`config.mk`:
```
export PLATFORM = sky130hd
export DESIGN_NAME = retransmit_backoff_table_top
export DESIGN_NICKNAME = d
export VERILOG_FILES = /design/src/rtl/core/rbt_pkg.sv /design/src/rtl/core/retransmit_backoff_table_top.sv /design/src/rtl/core/rbt_ram.sv /design/src/rtl/core/rbt_ctrl.sv /design/src/rtl/core/rbt_datapath.sv
export SDC_FILE = /design/constraint.sdc
export NUM_CORES = 2
export LEC_CHECK = 0
export ABC_AREA = 1
export BUFFER_PORTS_ARGS = -buffer_cell sky130_fd_sc_hd__buf_4
export CAP_MARGIN = 20
export CORE_MARGIN = 2
export CORE_UTILIZATION = 55
export CTS_CLUSTER_SIZE = 24
export DETAILED_ROUTE_END_ITERATION = 10
export PLACE_DENSITY_LB_ADDON = 0.12
export SLEW_MARGIN = 20
export SYNTH_ARGS = -nofsm -noshare
export SYNTH_HDL_FRONTEND = slang
export SYNTH_HIERARCHICAL = 1
export SYNTH_SLANG_ARGS = --single-unit
```
`constraint.sdc`:
```
create_clock -name clk_i -period 8.96 [get_ports clk_i]
set_input_delay 0.896 -clock clk_i [delete_from_list [all_inputs] [get_ports clk_i]]
set_output_delay 0.896 -clock clk_i [all_outputs]
set_load 0.05 [all_outputs]
```
`src/rtl/core/rbt_pkg.sv`:
```
// ----------------------------------------------------------------------------
// rbt_pkg: shared types and constants of the retransmit backoff table.
// Kind and event codes, controller states and the command and status bundles.
// ----------------------------------------------------------------------------
package rbt_pkg;

  localparam int TimeW   = 32;
  localparam int RetryW  = 4;
  localparam int SlotW   = 4;
  localparam int WaitW   = 31;
  localparam int ReasonW = 8;
  localparam int CfgIdxW = 8;
  localparam int CfgW    = 16;

  localparam logic [CfgIdxW-1:0] CFG_INIT_TIMEOUT   = 8'd0;
  localparam logic [CfgIdxW-1:0] CFG_LINK_UP        = 8'd1;
  localparam logic [CfgW-1:0]    INIT_TIMEOUT_RESET = 16'd2000;

  typedef enum logic [1:0] {
    KIND_ADD, KIND_REMOVE, KIND_POLL, KIND_CANCEL
  } kind_e;

  typedef enum logic [2:0] {
    EV_ACCEPTED, EV_REJECTED, EV_FIRST_SEND, EV_RESEND,
    EV_TIMED_OUT, EV_CANCELLED, EV_REMOVED, EV_DONE
  } event_e;

  typedef enum logic [3:0] {
    ST_IDLE, ST_ADD, ST_REM_RD, ST_REM, ST_POLL_RD, ST_POLL_LD,
    ST_POLL_IT, ST_POLL_WB, ST_CAN_RD, ST_CAN_EM, ST_DONE
  } state_e;

  typedef struct packed {
    logic capture;
    logic do_add;
    logic rd_slot;
    logic do_remove;
    logic rd_scan;
    logic load;
    logic iter;
    logic wb;
    logic can_em;
    logic adv;
    logic emit_done;
  } cmd_t;

  typedef struct packed {
    kind_e kind;
    logic  live;
    logic  occupied;
    logic  last_slot;
    logic  stop;
  } status_t;

endpackage

```
`src/rtl/core/retransmit_backoff_table_top.sv`:
```
// ----------------------------------------------------------------------------
// Retransmit backoff table: outstanding confirmable requests with backoff.
// Top level joining the sequencing state machine and the entry datapath.
// ----------------------------------------------------------------------------
// Usage. A request is taken when start_i is high and busy_o is low; its kind
// selects add, remove, poll or cancel-all, and the other request fields are
// sampled in that same cycle. Results come out one per cycle at most, each
// valid for exactly one cycle while res_valid_o is high; the final result of
// a request carries last_o. The receiver cannot stall, so results are never
// held back.
// Add writes its entry directly; remove first reads the entry, then clears
// it. Poll passes over free and skipped slots and, per handled slot, reads
// the entry through the single read port of the entry RAM, loads it, catches
// up its backoff one step per cycle and writes it back. Cancel-all visits
// each slot, reads and cancels each occupied one, then gives the done result.
// Configuration writes go through cfg_valid_i / cfg_ready_o (always ready) and
// must be made only while the block is idle.
// Reset clears all entry flags, sets the initial timeout to 2000 ms and marks
// the link down; the entry RAM itself is not cleared, as flags gate its use.
// ----------------------------------------------------------------------------
module retransmit_backoff_table_top #(
  parameter int SLOTS       = 16,
  parameter int MAX_RETRIES = 15
) (
  input  logic                         clk_i,
  input  logic                         rst_ni,
  input  logic                         cfg_valid_i,
  output logic                         cfg_ready_o,
  input  logic [rbt_pkg::CfgIdxW-1:0]  cfg_index_i,
  input  logic [rbt_pkg::CfgW-1:0]     cfg_data_i,
  input  logic                         start_i,
  output logic                         busy_o,
  input  logic [1:0]                   kind_i,
  input  logic [rbt_pkg::SlotW-1:0]    slot_i,
  input  logic [rbt_pkg::RetryW-1:0]   retry_budget_i,
  input  logic                         is_observation_i,
  input  logic                         awaiting_ack_i,
  input  logic [rbt_pkg::TimeW-1:0]    now_ms_i,
  input  logic [rbt_pkg::ReasonW-1:0]  reason_in_i,
  output logic                         res_valid_o,
  output logic [2:0]                   event_res_o,
  output logic [rbt_pkg::SlotW-1:0]    slot_out_o,
  output logic [rbt_pkg::RetryW-1:0]   retries_left_o,
  output logic [rbt_pkg::ReasonW-1:0]  reason_out_o,
  output logic [rbt_pkg::WaitW-1:0]    next_wait_o,
  output logic                         no_deadline_o,
  output logic                         last_o
);
  import rbt_pkg::*;

  cmd_t    cmd;
  status_t status;
  event_e  ev;

  // The configuration port never pushes back.
  assign cfg_ready_o = 1'b1;

  // The controller only sequences; all storage and arithmetic sit in the
  // datapath, and the two talk through the command and status bundles.
  rbt_ctrl u_ctrl (
    .clk_i    (clk_i),
    .rst_ni   (rst_ni),
    .start_i  (start_i),
    .busy_o   (busy_o),
    .status_i (status),
    .cmd_o    (cmd)
  );

  rbt_datapath #(
    .SLOTS       (SLOTS),
    .MAX_RETRIES (MAX_RETRIES)
  ) u_datapath (
    .clk_i            (clk_i),
    .rst_ni           (rst_ni),
    .cfg_valid_i      (cfg_valid_i),
    .cfg_index_i      (cfg_index_i),
    .cfg_data_i       (cfg_data_i),
    .kind_i           (kind_e'(kind_i)),
    .slot_i           (slot_i),
    .retry_budget_i   (retry_budget_i),
    .is_observation_i (is_observation_i),
    .awaiting_ack_i   (awaiting_ack_i),
    .now_ms_i         (now_ms_i),
    .reason_in_i      (reason_in_i),
    .cmd_i            (cmd),
    .status_o         (status),
    .res_valid_o      (res_valid_o),
    .event_res_o      (ev),
    .slot_out_o       (slot_out_o),
    .retries_left_o   (retries_left_o),
    .reason_out_o     (reason_out_o),
    .next_wait_o      (next_wait_o),
    .no_deadline_o    (no_deadline_o),
    .last_o           (last_o)
  );

  assign event_res_o = ev;

  // The final result of a request appears as the block returns to idle.
  a_last_idle: assert property (@(posedge clk_i) disable iff (!rst_ni)
    res_valid_o && last_o |-> !busy_o)
    else $error("final result while still busy");

endmodule

```
`src/rtl/core/rbt_ram.sv`:
```
// ----------------------------------------------------------------------------
// rbt_ram: generic single-write, single-read RAM.
// One write port and one read port with registered read data.
// ----------------------------------------------------------------------------
module rbt_ram #(
  parameter int WIDTH = 8,
  parameter int DEPTH = 16
) (
  input  logic                     clk_i,
  input  logic                     we_i,
  input  logic [$clog2(DEPTH)-1:0] waddr_i,
  input  logic [WIDTH-1:0]         wdata_i,
  input  logic [$clog2(DEPTH)-1:0] raddr_i,
  output logic [WIDTH-1:0]         rdata_o
);

  logic [WIDTH-1:0] mem_q [DEPTH];
  logic [WIDTH-1:0] rdata_q;

  always_ff @(posedge clk_i) begin
    if (we_i) begin
      mem_q[waddr_i] <= wdata_i;
    end
    rdata_q <= mem_q[raddr_i];
  end

  assign rdata_o = rdata_q;

endmodule

```
`src/rtl/core/rbt_ctrl.sv`:
```
// ----------------------------------------------------------------------------
// rbt_ctrl: sequencing state machine of the retransmit backoff table.
// Walks add, remove, poll scan with backoff catch-up, and cancel-all.
// ----------------------------------------------------------------------------
module rbt_ctrl (
  input  logic             clk_i,
  input  logic             rst_ni,
  input  logic             start_i,
  output logic             busy_o,
  input  rbt_pkg::status_t status_i,
  output rbt_pkg::cmd_t    cmd_o
);
  import rbt_pkg::*;

  state_e state_q, state_d;

  always_ff @(posedge clk_i or negedge rst_ni) begin
    if (!rst_ni) begin
      state_q <= ST_IDLE;
    end else begin
      state_q <= state_d;
    end
  end

  always_comb begin
    state_d = state_q;
    cmd_o   = '0;
    unique case (state_q)
      ST_IDLE: begin
        if (start_i) begin
          cmd_o.capture = 1'b1;
          unique case (status_i.kind)
            KIND_ADD:    state_d = ST_ADD;
            KIND_REMOVE: state_d = ST_REM_RD;
            KIND_POLL:   state_d = ST_POLL_RD;
            default:     state_d = ST_CAN_RD;
          endcase
        end
      end
      ST_ADD: begin
        cmd_o.do_add = 1'b1;
        state_d      = ST_IDLE;
      end
      ST_REM_RD: begin
        cmd_o.rd_slot = 1'b1;
        state_d       = ST_REM;
      end
      ST_REM: begin
        cmd_o.do_remove = 1'b1;
        state_d         = ST_IDLE;
      end
      ST_POLL_RD: begin
        if (status_i.live) begin
          cmd_o.rd_scan = 1'b1;
          state_d       = ST_POLL_LD;
        end else if (status_i.last_slot) begin
          state_d = ST_DONE;
        end else begin
          cmd_o.adv = 1'b1;
        end
      end
      ST_POLL_LD: begin
        cmd_o.load = 1'b1;
        state_d    = ST_POLL_IT;
      end
      ST_POLL_IT: begin
        if (status_i.stop) begin
          state_d = ST_POLL_WB;
        end else begin
          cmd_o.iter = 1'b1;
        end
      end
      ST_POLL_WB: begin
        cmd_o.wb = 1'b1;
        if (status_i.last_slot) begin
          state_d = ST_DONE;
        end else begin
          cmd_o.adv = 1'b1;
          state_d   = ST_POLL_RD;
        end
      end
      ST_CAN_RD: begin
        if (status_i.occupied) begin
          cmd_o.rd_scan = 1'b1;
          state_d       = ST_CAN_EM;
        end else if (status_i.last_slot) begin
          state_d = ST_DONE;
        end else begin
          cmd_o.adv = 1'b1;
        end
      end
      ST_CAN_EM: begin
        cmd_o.can_em = 1'b1;
        if (status_i.last_slot) begin
          state_d = ST_DONE;
        end else begin
          cmd_o.adv = 1'b1;
          state_d   = ST_CAN_RD;
        end
      end
      ST_DONE: begin
        cmd_o.emit_done = 1'b1;
        state_d         = ST_IDLE;
      end
      default: state_d = ST_IDLE;
    endcase
  end

  assign busy_o = (state_q != ST_IDLE);

  // An accepted request always leaves the idle state.
  a_start_busy: assert property (@(posedge clk_i) disable iff (!rst_ni)
    start_i && !busy_o |=> busy_o) else $error("request accepted but not started");

  // The catch-up loop only runs on a poll.
  a_iter_poll: assert property (@(posedge clk_i) disable iff (!rst_ni)
    state_q == ST_POLL_IT |-> status_i.kind == KIND_POLL)
    else $error("backoff iteration outside poll");

endmodule

```
`src/rtl/core/rbt_datapath.sv`:
```
// ----------------------------------------------------------------------------
// rbt_datapath: entry storage, backoff arithmetic and result registers.
// Holds flags in flops, times and retries in a RAM, and the poll minimum.
// ----------------------------------------------------------------------------
module rbt_datapath #(
  parameter int SLOTS       = 16,
  parameter int MAX_RETRIES = 15
) (
  input  logic                          clk_i,
  input  logic                          rst_ni,
  input  logic                          cfg_valid_i,
  input  logic [rbt_pkg::CfgIdxW-1:0]   cfg_index_i,
  input  logic [rbt_pkg::CfgW-1:0]      cfg_data_i,
  input  rbt_pkg::kind_e                kind_i,
  input  logic [rbt_pkg::SlotW-1:0]     slot_i,
  input  logic [rbt_pkg::RetryW-1:0]    retry_budget_i,
  input  logic                          is_observation_i,
  input  logic                          awaiting_ack_i,
  input  logic [rbt_pkg::TimeW-1:0]     now_ms_i,
  input  logic [rbt_pkg::ReasonW-1:0]   reason_in_i,
  input  rbt_pkg::cmd_t                 cmd_i,
  output rbt_pkg::status_t              status_o,
  output logic                          res_valid_o,
  output rbt_pkg::event_e               event_res_o,
  output logic [rbt_pkg::SlotW-1:0]     slot_out_o,
  output logic [rbt_pkg::RetryW-1:0]    retries_left_o,
  output logic [rbt_pkg::ReasonW-1:0]   reason_out_o,
  output logic [rbt_pkg::WaitW-1:0]     next_wait_o,
  output logic                          no_deadline_o,
  output logic                          last_o
);
  import rbt_pkg::*;

  localparam int IdxW  = $clog2(SLOTS);
  localparam int EntW  = 2 * TimeW + RetryW;

  // Configuration registers.
  logic [CfgW-1:0] init_to_q;
  logic            link_up_q;

  always_ff @(posedge clk_i or negedge rst_ni) begin
    if (!rst_ni) begin
      init_to_q <= INIT_TIMEOUT_RESET;
      link_up_q <= 1'b0;
    end else if (cfg_valid_i) begin
      if (cfg_index_i == CFG_INIT_TIMEOUT) init_to_q <= cfg_data_i;
      if (cfg_index_i == CFG_LINK_UP)      link_up_q <= cfg_data_i[0];
    end
  end

  // Captured request.
  kind_e               kind_q;
  logic [SlotW-1:0]    slot_q;
  logic [RetryW-1:0]   budget_q;
  logic                obs_in_q, await_in_q;
  logic [TimeW-1:0]    now_q;
  logic [ReasonW-1:0]  reason_q;

  always_ff @(posedge clk_i) begin
    if (cmd_i.capture) begin
      kind_q     <= kind_i;
      slot_q     <= slot_i;
      budget_q   <= retry_budget_i;
      obs_in_q   <= is_observation_i;
      await_in_q <= awaiting_ack_i;
      now_q      <= now_ms_i;
      reason_q   <= reason_in_i;
    end
  end

  // Scan index and entry work registers.
  logic [IdxW-1:0]   idx_q;
  logic [TimeW-1:0]  st_q, to_q;
  logic [RetryW-1:0] rt_q;
  logic              resend_q, sent_q, have_min_q;
  logic [WaitW-1:0]  min_q;
  logic [SLOTS-1:0]  valid_q, obs_q, pend_q;

  logic              slot_ok;
  logic [IdxW-1:0]   slot_idx;
  logic [RetryW-1:0] budget_sat;
  logic [TimeW-1:0]  remain, init_to;
  logic              pending;

  logic              ram_we;
  logic [IdxW-1:0]   ram_waddr, ram_raddr;
  logic [EntW-1:0]   ram_wdata, ram_rdata;
  logic [TimeW-1:0]  rd_st, rd_to;
  logic [RetryW-1:0] rd_rt;

  assign slot_ok    = int'(slot_q) < SLOTS;
  assign slot_idx   = IdxW'(slot_q);
  assign budget_sat = (int'(budget_q) > MAX_RETRIES) ? RetryW'(MAX_RETRIES) : budget_q;
  assign remain     = st_q + to_q - now_q;
  assign pending    = (remain != '0) && !remain[TimeW-1];
  assign init_to    = (init_to_q == '0) ? TimeW'(1) : TimeW'(init_to_q);
  assign {rd_st, rd_to, rd_rt} = ram_rdata;

  assign status_o.kind      = cmd_i.capture ? kind_i : kind_q;
  assign status_o.occupied  = valid_q[idx_q];
  assign status_o.live      = valid_q[idx_q] && !(obs_q[idx_q] && !pend_q[idx_q]);
  assign status_o.last_slot = (idx_q == IdxW'(SLOTS - 1));
  assign status_o.stop      = pending || ((to_q != '0) && (rt_q == '0));

  always_comb begin
    ram_we    = 1'b0;
    ram_waddr = idx_q;
    ram_wdata = {st_q, to_q, rt_q};
    if (cmd_i.do_add && link_up_q && slot_ok) begin
      ram_we    = 1'b1;
      ram_waddr = slot_idx;
      ram_wdata = {now_q, {TimeW{1'b0}}, budget_sat};
    end else if (cmd_i.wb) begin
      ram_we = 1'b1;
    end
  end

  assign ram_raddr = cmd_i.rd_slot ? slot_idx : idx_q;

  rbt_ram #(
    .WIDTH (EntW),
    .DEPTH (SLOTS)
  ) u_entry_ram (
    .clk_i   (clk_i),
    .we_i    (ram_we),
    .waddr_i (ram_waddr),
    .wdata_i (ram_wdata),
    .raddr_i (ram_raddr),
    .rdata_o (ram_rdata)
  );

  always_ff @(posedge clk_i) begin
    if (cmd_i.load) begin
      st_q     <= rd_st;
      to_q     <= rd_to;
      rt_q     <= rd_rt;
      resend_q <= (rd_to != '0);
      sent_q   <= 1'b0;
    end else if (cmd_i.iter) begin
      sent_q <= 1'b1;
      if (to_q == '0) begin
        to_q <= init_to;
      end else begin
        st_q <= st_q + to_q;
        to_q <= to_q << 1;
        rt_q <= rt_q - RetryW'(1);
      end
    end
  end

  always_ff @(posedge clk_i or negedge rst_ni) begin
    if (!rst_ni) begin
      idx_q      <= '0;
      have_min_q <= 1'b0;
      min_q      <= '0;
      valid_q    <= '0;
      obs_q      <= '0;
      pend_q     <= '0;
    end else begin
      if (cmd_i.capture) begin
        idx_q      <= '0;
        have_min_q <= 1'b0;
      end else if (cmd_i.adv) begin
        idx_q <= idx_q + IdxW'(1);
      end
      if (cmd_i.do_add && link_up_q && slot_ok) begin
        valid_q[slot_idx] <= 1'b1;
        obs_q[slot_idx]   <= obs_in_q;
        pend_q[slot_idx]  <= await_in_q;
      end
      if (cmd_i.do_remove && slot_ok) begin
        valid_q[slot_idx] <= 1'b0;
        obs_q[slot_idx]   <= 1'b0;
        pend_q[slot_idx]  <= 1'b0;
      end
      if ((cmd_i.wb && !pending) || cmd_i.can_em) begin
        valid_q[idx_q] <= 1'b0;
        obs_q[idx_q]   <= 1'b0;
        pend_q[idx_q]  <= 1'b0;
      end
      if (cmd_i.wb && pending && (!have_min_q || (remain[WaitW-1:0] < min_q))) begin
        min_q      <= remain[WaitW-1:0];
        have_min_q <= 1'b1;
      end
    end
  end

  // Result selection.
  logic              emit;
  event_e            ev;
  logic [SlotW-1:0]  ev_slot;
  logic [RetryW-1:0] ev_rt;
  logic [ReasonW-1:0] ev_reason;
  logic [WaitW-1:0]  ev_wait;
  logic              ev_nodl, ev_last;

  always_comb begin
    emit      = 1'b0;
    ev        = EV_DONE;
    ev_slot   = '0;
    ev_rt     = '0;
    ev_reason = '0;
    ev_wait   = '0;
    ev_nodl   = 1'b0;
    ev_last   = 1'b0;
    if (cmd_i.do_add) begin
      emit    = 1'b1;
      ev_slot = slot_q;
      ev_last = 1'b1;
      if (link_up_q && slot_ok) begin
        ev    = EV_ACCEPTED;
        ev_rt = budget_sat;
      end else begin
        ev = EV_REJECTED;
      end
    end else if (cmd_i.do_remove) begin
      emit    = 1'b1;
      ev      = EV_REMOVED;
      ev_slot = slot_q;
      ev_rt   = (slot_ok && valid_q[slot_idx]) ? rd_rt : '0;
      ev_last = 1'b1;
    end else if (cmd_i.wb) begin
      ev_slot = SlotW'(idx_q);
      if (!pending) begin
        emit = 1'b1;
        ev   = EV_TIMED_OUT;
      end else if (sent_q) begin
        emit  = 1'b1;
        ev    = resend_q ? EV_RESEND : EV_FIRST_SEND;
        ev_rt = rt_q;
      end
    end else if (cmd_i.can_em) begin
      emit      = !obs_q[idx_q];
      ev        = EV_CANCELLED;
      ev_slot   = SlotW'(idx_q);
      ev_rt     = rd_rt;
      ev_reason = reason_q;
    end else if (cmd_i.emit_done) begin
      emit    = 1'b1;
      ev_last = 1'b1;
      if (kind_q == KIND_POLL) begin
        ev_wait = have_min_q ? min_q : '0;
        ev_nodl = !have_min_q;
      end else begin
        ev_nodl = 1'b1;
      end
    end
  end

  logic res_valid_q;

  always_ff @(posedge clk_i or negedge rst_ni) begin
    if (!rst_ni) begin
      res_valid_q <= 1'b0;
    end else begin
      res_valid_q <= emit;
    end
  end

  always_ff @(posedge clk_i) begin
    if (emit) begin
      event_res_o    <= ev;
      slot_out_o     <= ev_slot;
      retries_left_o <= ev_rt;
      reason_out_o   <= ev_reason;
      next_wait_o    <= ev_wait;
      no_deadline_o  <= ev_nodl;
      last_o         <= ev_last;
    end
  end

  assign res_valid_o = res_valid_q;

  // A done result always closes the request.
  a_done_last: assert property (@(posedge clk_i) disable iff (!rst_ni)
    res_valid_q && event_res_o == EV_DONE |-> last_o)
    else $error("done result without last");

endmodule
```
# Yosys cells after proc, flatten, opt, wreduce, memory -nomap -nowiden
# Memories as Yosys holds them, arrays and structs flattened. A register that Yosys moved wholly into a read port is not among the register bits.
# Index checks and enable logic that the tools add are counted.
totals:
  latchBits: 0
  output_inout_bits: 55
  word_cells: 210
  ram_bits: 1088
  inputBits: 80
  rom_bits: 0
  mem_count: 1
  regBits: 280
op_classes:
  add_sub_neg: 4
  bitwise: 13
  n_eq_ne: 18
  div: 0
  mux: 99
  n_shift: 0
  n_lt_le_gt_ge: 5
  n_reduce_logical: 41
  n_mul: 0
mem_list:
  columns: ["memory", "words", "word_bits", "rd", "rd_ports_with_merged_regs", "wr", "line", "source"]
  rows:
  - ["u_datapath.u_entry_ram.mem_q", 16, 68, 1, 1, 1, "rbt_ram.sv:17", "logic [WIDTH-1:0] mem_q [DEPTH];"]
ops:
  columns: ["cell", "count"]
  rows:
  - ["32-bit 2-to-1 mux", 6]
  - ["16-bit 2-to-1 mux", 10]
  - ["4-bit 2-to-1 mux", 25]
  - ["16-bit AND", 6]
  - ["32-bit nonzero test", 3]
  - ["68-bit 2-to-1 mux", 1]
  - ["1-bit 2-to-1 mux", 38]
  - ["32-bit adder", 1]
  - ["16-bit bitwise mux", 2]
  - ["32-bit zero test", 1]
  - ["16-bit NOT", 2]
  - ["4-bit one-hot mux with 8 select lines", 1]
  - ["32-bit subtractor", 1]
  - ["31-bit < comparator", 1]
  - ["1-bit binary-select mux with 4-bit select", 4]
  - ["4-bit by 3-bit equality test with 1-bit output, second input constant", 4]
  - ["4-bit equality test, second input constant", 4]
  - ["16-bit zero test", 1]
  - ["16-bit OR", 1]
  - ["3-bit 2-to-1 mux", 5]
  - ["4-bit one-hot mux with 3 select lines", 1]
  - ["1-bit logical AND", 10]
  - ["4-bit by 5-bit < comparator with 1-bit output, second input constant", 2]
  - ["1-bit demux with 4-bit select", 2]
  - ["24 further kinds", 48]

# Longest topological paths before layout
logic_depth:
  depth_word: 10
  ltp_mapped: 45
  ltp_nobuf: 44

# Cells and area by module
# Netlist, hierarchy kept.
modules_own_cells:
  columns: ["mod", "area_per_inst_um2", "seq_area_each_um2", "instances", "cells_each"]
  rows:
  - ["rbt_ram", 47833.4, 34032.6, 1, 4472]
  - ["rbt_datapath", 18443.9, 7754.9, 1, 2520]
  - ["rbt_ctrl", 441.7, 100.1, 1, 77]
  - ["retransmit_backoff_table_top", 11.3, 0.0, 1, 2]

# Least setup slack after synthesis
# No wires, ideal clock.
synth_timing:
  path_kind: "reg-to-reg"
  startpoint: "register u_datapath.to_q[0]"
  endpoint: "register u_datapath.rt_q[0], enable pin"
  path_buffers: 0
  path_slack_ns: 1.892
  synth_period_minus_slack_ns: 7.068
  arrival_ns: 6.589
  path_stages_with_launch: 36
  setup_ns: 0.479
  t_required_ns: 8.481
  path_cell_list: "edfxtp_1 -> ha_1 -> fa_1 -> nand2_1 -> inv_1 -> nand2_1 -> nand2_1 -> nand2_1 -> nand3_1 -> nand2_1 -> nand2_1 -> nand3_1 -> nand2_1 -> nand2_1 -> nand2_1 -> nand2_1 -> nand2_1 -> nand2_1 -> nand2_1 -> xor2_1 -> ha_1 -> nand2_1 -> inv_1 -> nand2_1 -> nor3_1 -> nand3_1 -> nand3_1 -> xor2_1 -> nand2_1 -> nor2_2 -> nand3_4 -> nand2_1 -> o31ai_1 -> nor2_4 -> inv_1 -> o21ai_0"
synth_rtl:
  columns: ["element", "line", "source"]
  rows:
  - ["start, declared", "rbt_datapath.sv:73", "logic [TimeW-1:0] st_q, to_q;"]
  - ["start signal, assigned", "rbt_datapath.sv:135", "to_q <= rd_to;"]
  - ["start signal, assigned", "rbt_datapath.sv:142", "to_q <= init_to;"]
  - ["start signal, assigned", "rbt_datapath.sv:145", "to_q <= to_q << 1;"]
  - ["end signal, assigned", "rbt_datapath.sv:136", "rt_q <= rd_rt;"]
  - ["end signal, assigned", "rbt_datapath.sv:146", "rt_q <= rt_q - RetryW'(1);"]
  - ["end, declared", "rbt_datapath.sv:74", "logic [RetryW-1:0] rt_q;"]

# Worst setup path in the final report
layout_timing:
  startpoint: "register u_datapath.to_q[2]"
  endpoint: "register u_datapath.valid_q[11]"
layout_via:
  elab_chain_len: 8
  elab_cells_between_ends: 9
  cone_classes: "add/sub: 2; mux: 1; reduce/logical: 6"
layout_rtl:
  columns: ["element", "line", "source"]
  rows:
  - ["32-bit adder", "rbt_datapath.sv:94", "assign remain = st_q + to_q - now_q;"]
  - ["32-bit subtractor", "rbt_datapath.sv:94", null]
  - ["net u_datapath.remain[28]", "rbt_datapath.sv:82", "logic [TimeW-1:0] remain, init_to;"]
  - ["32-bit nonzero test", "rbt_datapath.sv:95", "assign pending = (remain != '0) && !remain[TimeW-1];"]
  - ["1-bit logical AND", "rbt_datapath.sv:95", null]
  - ["1-bit zero test", "rbt_datapath.sv:176", "if ((cmd_i.wb && !pending) || cmd_i.can_em) begin"]
  - ["1-bit logical AND", "rbt_datapath.sv:176", null]
  - ["1-bit logical OR", "rbt_datapath.sv:176", null]
  - ["16-bit 2-to-1 mux", "rbt_datapath.sv:176", null]
  - ["end signal, assigned by index", "rbt_datapath.sv:167", "valid_q[slot_idx] <= 1'b1;"]
  - ["end signal, assigned by index", "rbt_datapath.sv:172", "valid_q[slot_idx] <= 1'b0;"]
  - ["end signal, assigned by index", "rbt_datapath.sv:177", "valid_q[idx_q] <= 1'b0;"]
  - ["end, declared", "rbt_datapath.sv:77", "logic [SLOTS-1:0] valid_q, obs_q, pend_q;"]
# The timed path passes the listed nets, and every way through them passes these cells.
# A chain may end at the register's enable or synchronous reset.

==> results.yml <==
status:
  run_status: "complete, no violations"
synth:
  syn-cell-area_sq_um: 66700
  post-synth-top-count-cell: "nand2_1"
  ys_seq_area_share_pct: 62.8
  synth-seq-cells: 1436
  avgSynthCellArea_sq_um: 9.44
  yosysWarnings: 6
  ys.flop_type: "edfxtp_1"
  ys_top_cells_by_area: "edfxtp_1, nand2_1, nand3_1, inv_1, dfrtp_1"
  postSynthCellCount: 7071
  yosysUniqueCellTypes: 58
  synth-edff-count: 1259
  syn_nets: 7251
  synthTopCellsByCount: "nand2_1, edfxtp_1, inv_1, nand3_1, nor2_1"
  synth.top_cell.area_share_pct: 56.7
  synth_top_area_cell: "edfxtp_1"
  async_flop_share_pct: 7.38
global_routing:
  use_met1_pct: 42.6
  grt_max_degree: 237
  antenna_found_initial: 4
  grt_busiest_layer: "met2"
  use_met2_pct: 46.7
  grt_overflow: 0
  grt_pass1_vias: 45700
  grt_pass1_wl_mm: 281
  gr-usage-met3_pct: 3.92
  track_usage_pct: 29.8
layout:
  post-route-util_pct: 62.0
  areaGrowthSynthToFinish_pct: 11.6
  n_antenna_cell: 0
  drive_above_1_share_pct: 7.61
  finalInstanceArea_sq_um: 74500
  stdcell_count: 8906
  nets: 7345
cts:
  cts_tree: "built"
  htree_levels: 4
  numCtsBuffers: 151
  cts_setup_buffers: 0
  clkSinkCount: 1436
  clockBufferDepth: 3
  insertion_delay_ps: 810
  path_clk_slew_ps: 60
  root_buffer: "clkbuf_16"
  cts_resized: 0
  hold_buffers: 0
hold_path:
  worstHoldPathType: "in -> async"
power:
  seqPwrFrac_pct: 31.5
  clkPwrFrac_pct: 22.4
  combPwrFrac_pct: 46.1
  switching_power_w: 0.0124
  p_leak_nw: 33.0
  pwr_density_cell_nw_per_um2: 379
  swShare_pct: 44.0
  p_int_w: 0.0158
  max-vdd-ir-drop_mv: 0.464
timing:
  rsz0062_at_grt: "no"
  period_needed_ps: 6170
  skew_ps: 29.6
  slew_headroom_pct: 22.3
  max_freq_ghz: 0.162
  slew_violations: 0
  period_share_pct: 68.9
  setup_violations: 0
  hold_violations: 0
  worst-slew-pin-transition_ps: 1170
  fin_tns_setup_ps: 0
floorplan:
  core_sq_um: 120000
  die_area_sq_um: 124000
  die_y_microns: 352
  num_io_pins: 135
  start_util_pct: 55.5
  rows: 127
  die_w_microns: 352
detailed_routing:
  via_per_inst: 5.48
  ant_nets: 0
  vias: 48800
  routed_wl_mm: 187
  first_pass_iters: 6
  drc: 0
  drtIter0Drc: 5513
  wl_per_cell_microns: 21.0
place:
  dp_hpwl_mm: 108
  place_area_sq_um: 69400
  port_buffers: 133
  dp_cells: 8622
  gp_congestion: 0.969
job:
  drv_cap: 0
critical_path:
  worst-setup-path-type: "reg -> reg"
  arrival_ps: 6850
  worst_setup_path_end_kind: "flop"
  worst_ep_required_time_ps: 9640
  start_kind: "flop"
  cp_max_fo: 49
## placed cells by master, fill, tap and decap left out, types with 98 or more instances in the layout
cell	instances
nor2_1	331
a21oi_1	130
edfxtp_1	1259
nand3_1	940
dfrtp_1	100
ha_1	98
inv_1	1210
clkbuf_16	156
o21ai_0	148
nand2_1	2180
buf_4	224
## power groups by stage
stage	clock network (W)	registers (W)	logic [W]
2_1_floorplan	0	0.00913	0.00886
3_3_place_gp	0	0.00899	0.0127
3_5_place_dp	0	0.00899	0.0128
4_1_cts	0.00641	0.00886	0.0129
5_1_grt	0.00667	0.00891	0.0144
6_report	0.00632	0.00887	0.0130
## routing by layer
layer,vias to the layer above,wire length (microns)
met2,2321,85200
met4,0,6870
met1,23100,78600
met5,-,0
met3,360,16000
li1,23000,-
## final timing paths
check / start / to / slack (ps) / cells past startpoint
worst max-delay path: u_datapath/to_q[2] / u_datapath/valid_q[11] / 2790 / 25
worst min-delay path: rst_ni / u_datapath/min_q[13] / 170 / 1
worst max register to register: u_datapath/to_q[2] / u_datapath/valid_q[11] / 2790 / 25
worst min register to register: u_datapath/min_q[30] / u_datapath/min_q[30] / 480 / 2
max in group asynchronous: rst_ni / u_datapath/valid_q[5] / 7520 / 2
min in group clk_i: now_ms_i[14] / u_datapath/now_q[14] / 280 / 1
## metrics by stage
stage | setup WS [ps] | total power, W | hold WS, ps
4_1_cts | 2880 | 0.0281 | 166
6_report | 2790 | 0.0282 | 174
3_5_place_dp | 2870 | 0.0218 | 465
3_3_place_gp | 3020 | 0.0217 | 467
2_1_floorplan | 1890 | 0.0180 | 449
5_1_grt | 2230 | 0.0300 | 208
## registers in the layout (all words and copies together) (netlist names), 8 cells and up
register                        cells
u_datapath/u_entry_ram/mem_q     1088
u_datapath/u_entry_ram/rdata_o     68
u_datapath/now_q                   32
u_datapath/st_q                    32
u_datapath/to_q                    32
u_datapath/min_q                   31
u_datapath/next_wait_o             31
u_datapath/init_to_q               16
u_datapath/obs_q                   16
u_datapath/pend_q                  16
u_datapath/valid_q                 16
u_datapath/reason_out_o             8
u_datapath/reason_q                 8
## kinds of logic (layout without fill, tap and decap cells)
family	after synthesis	after routing	synth area share, %
buffers and inverters	1527	1750	9.17
and+or+nand+nor	3600	3600	22.5
muxes	9	9	0.152
DFF	1436	1436	62.8
xor gates and xnor gates	34	34	0.446
other	1	1	0.00562
AOI/OAI and AO/OA	364	364	3.02
adders and majority gates	100	100	1.90
## critical path: stages (launching register included)
cell and delay [ps]:
edfxtp_1 440, ha_1 360, a21oi_1 190, nand2_1 130
nand2_1 100, nand2_2 90, a21boi_0 290, o21bai_1 150
a21oi_1 260, o21ai_0 180, xor2_1 350, ha_1 360
a21oi_1 230, o21ai_0 160, nand2_1 90, nand2_1 50
a21oi_1 230, nand2_1 90, nand2_1 70, nand2_1 140
nor3_2 320, nand3_4 180, nand3_4 440, nand2_2 740
nand2_1 250, nand2_1 70
## final cells by class
type,instances,area (sq um)
well taps,1612,2020
clock buffers,213,4260
inverters,1232,4660
repair buffers,236,1940
clock inverters,69,768
flip-flops and latches,1436,41900
fillers,9930,45700
multi-input cells,4108,18900
No activity file was read; power rests on OpenSTA's default activity.
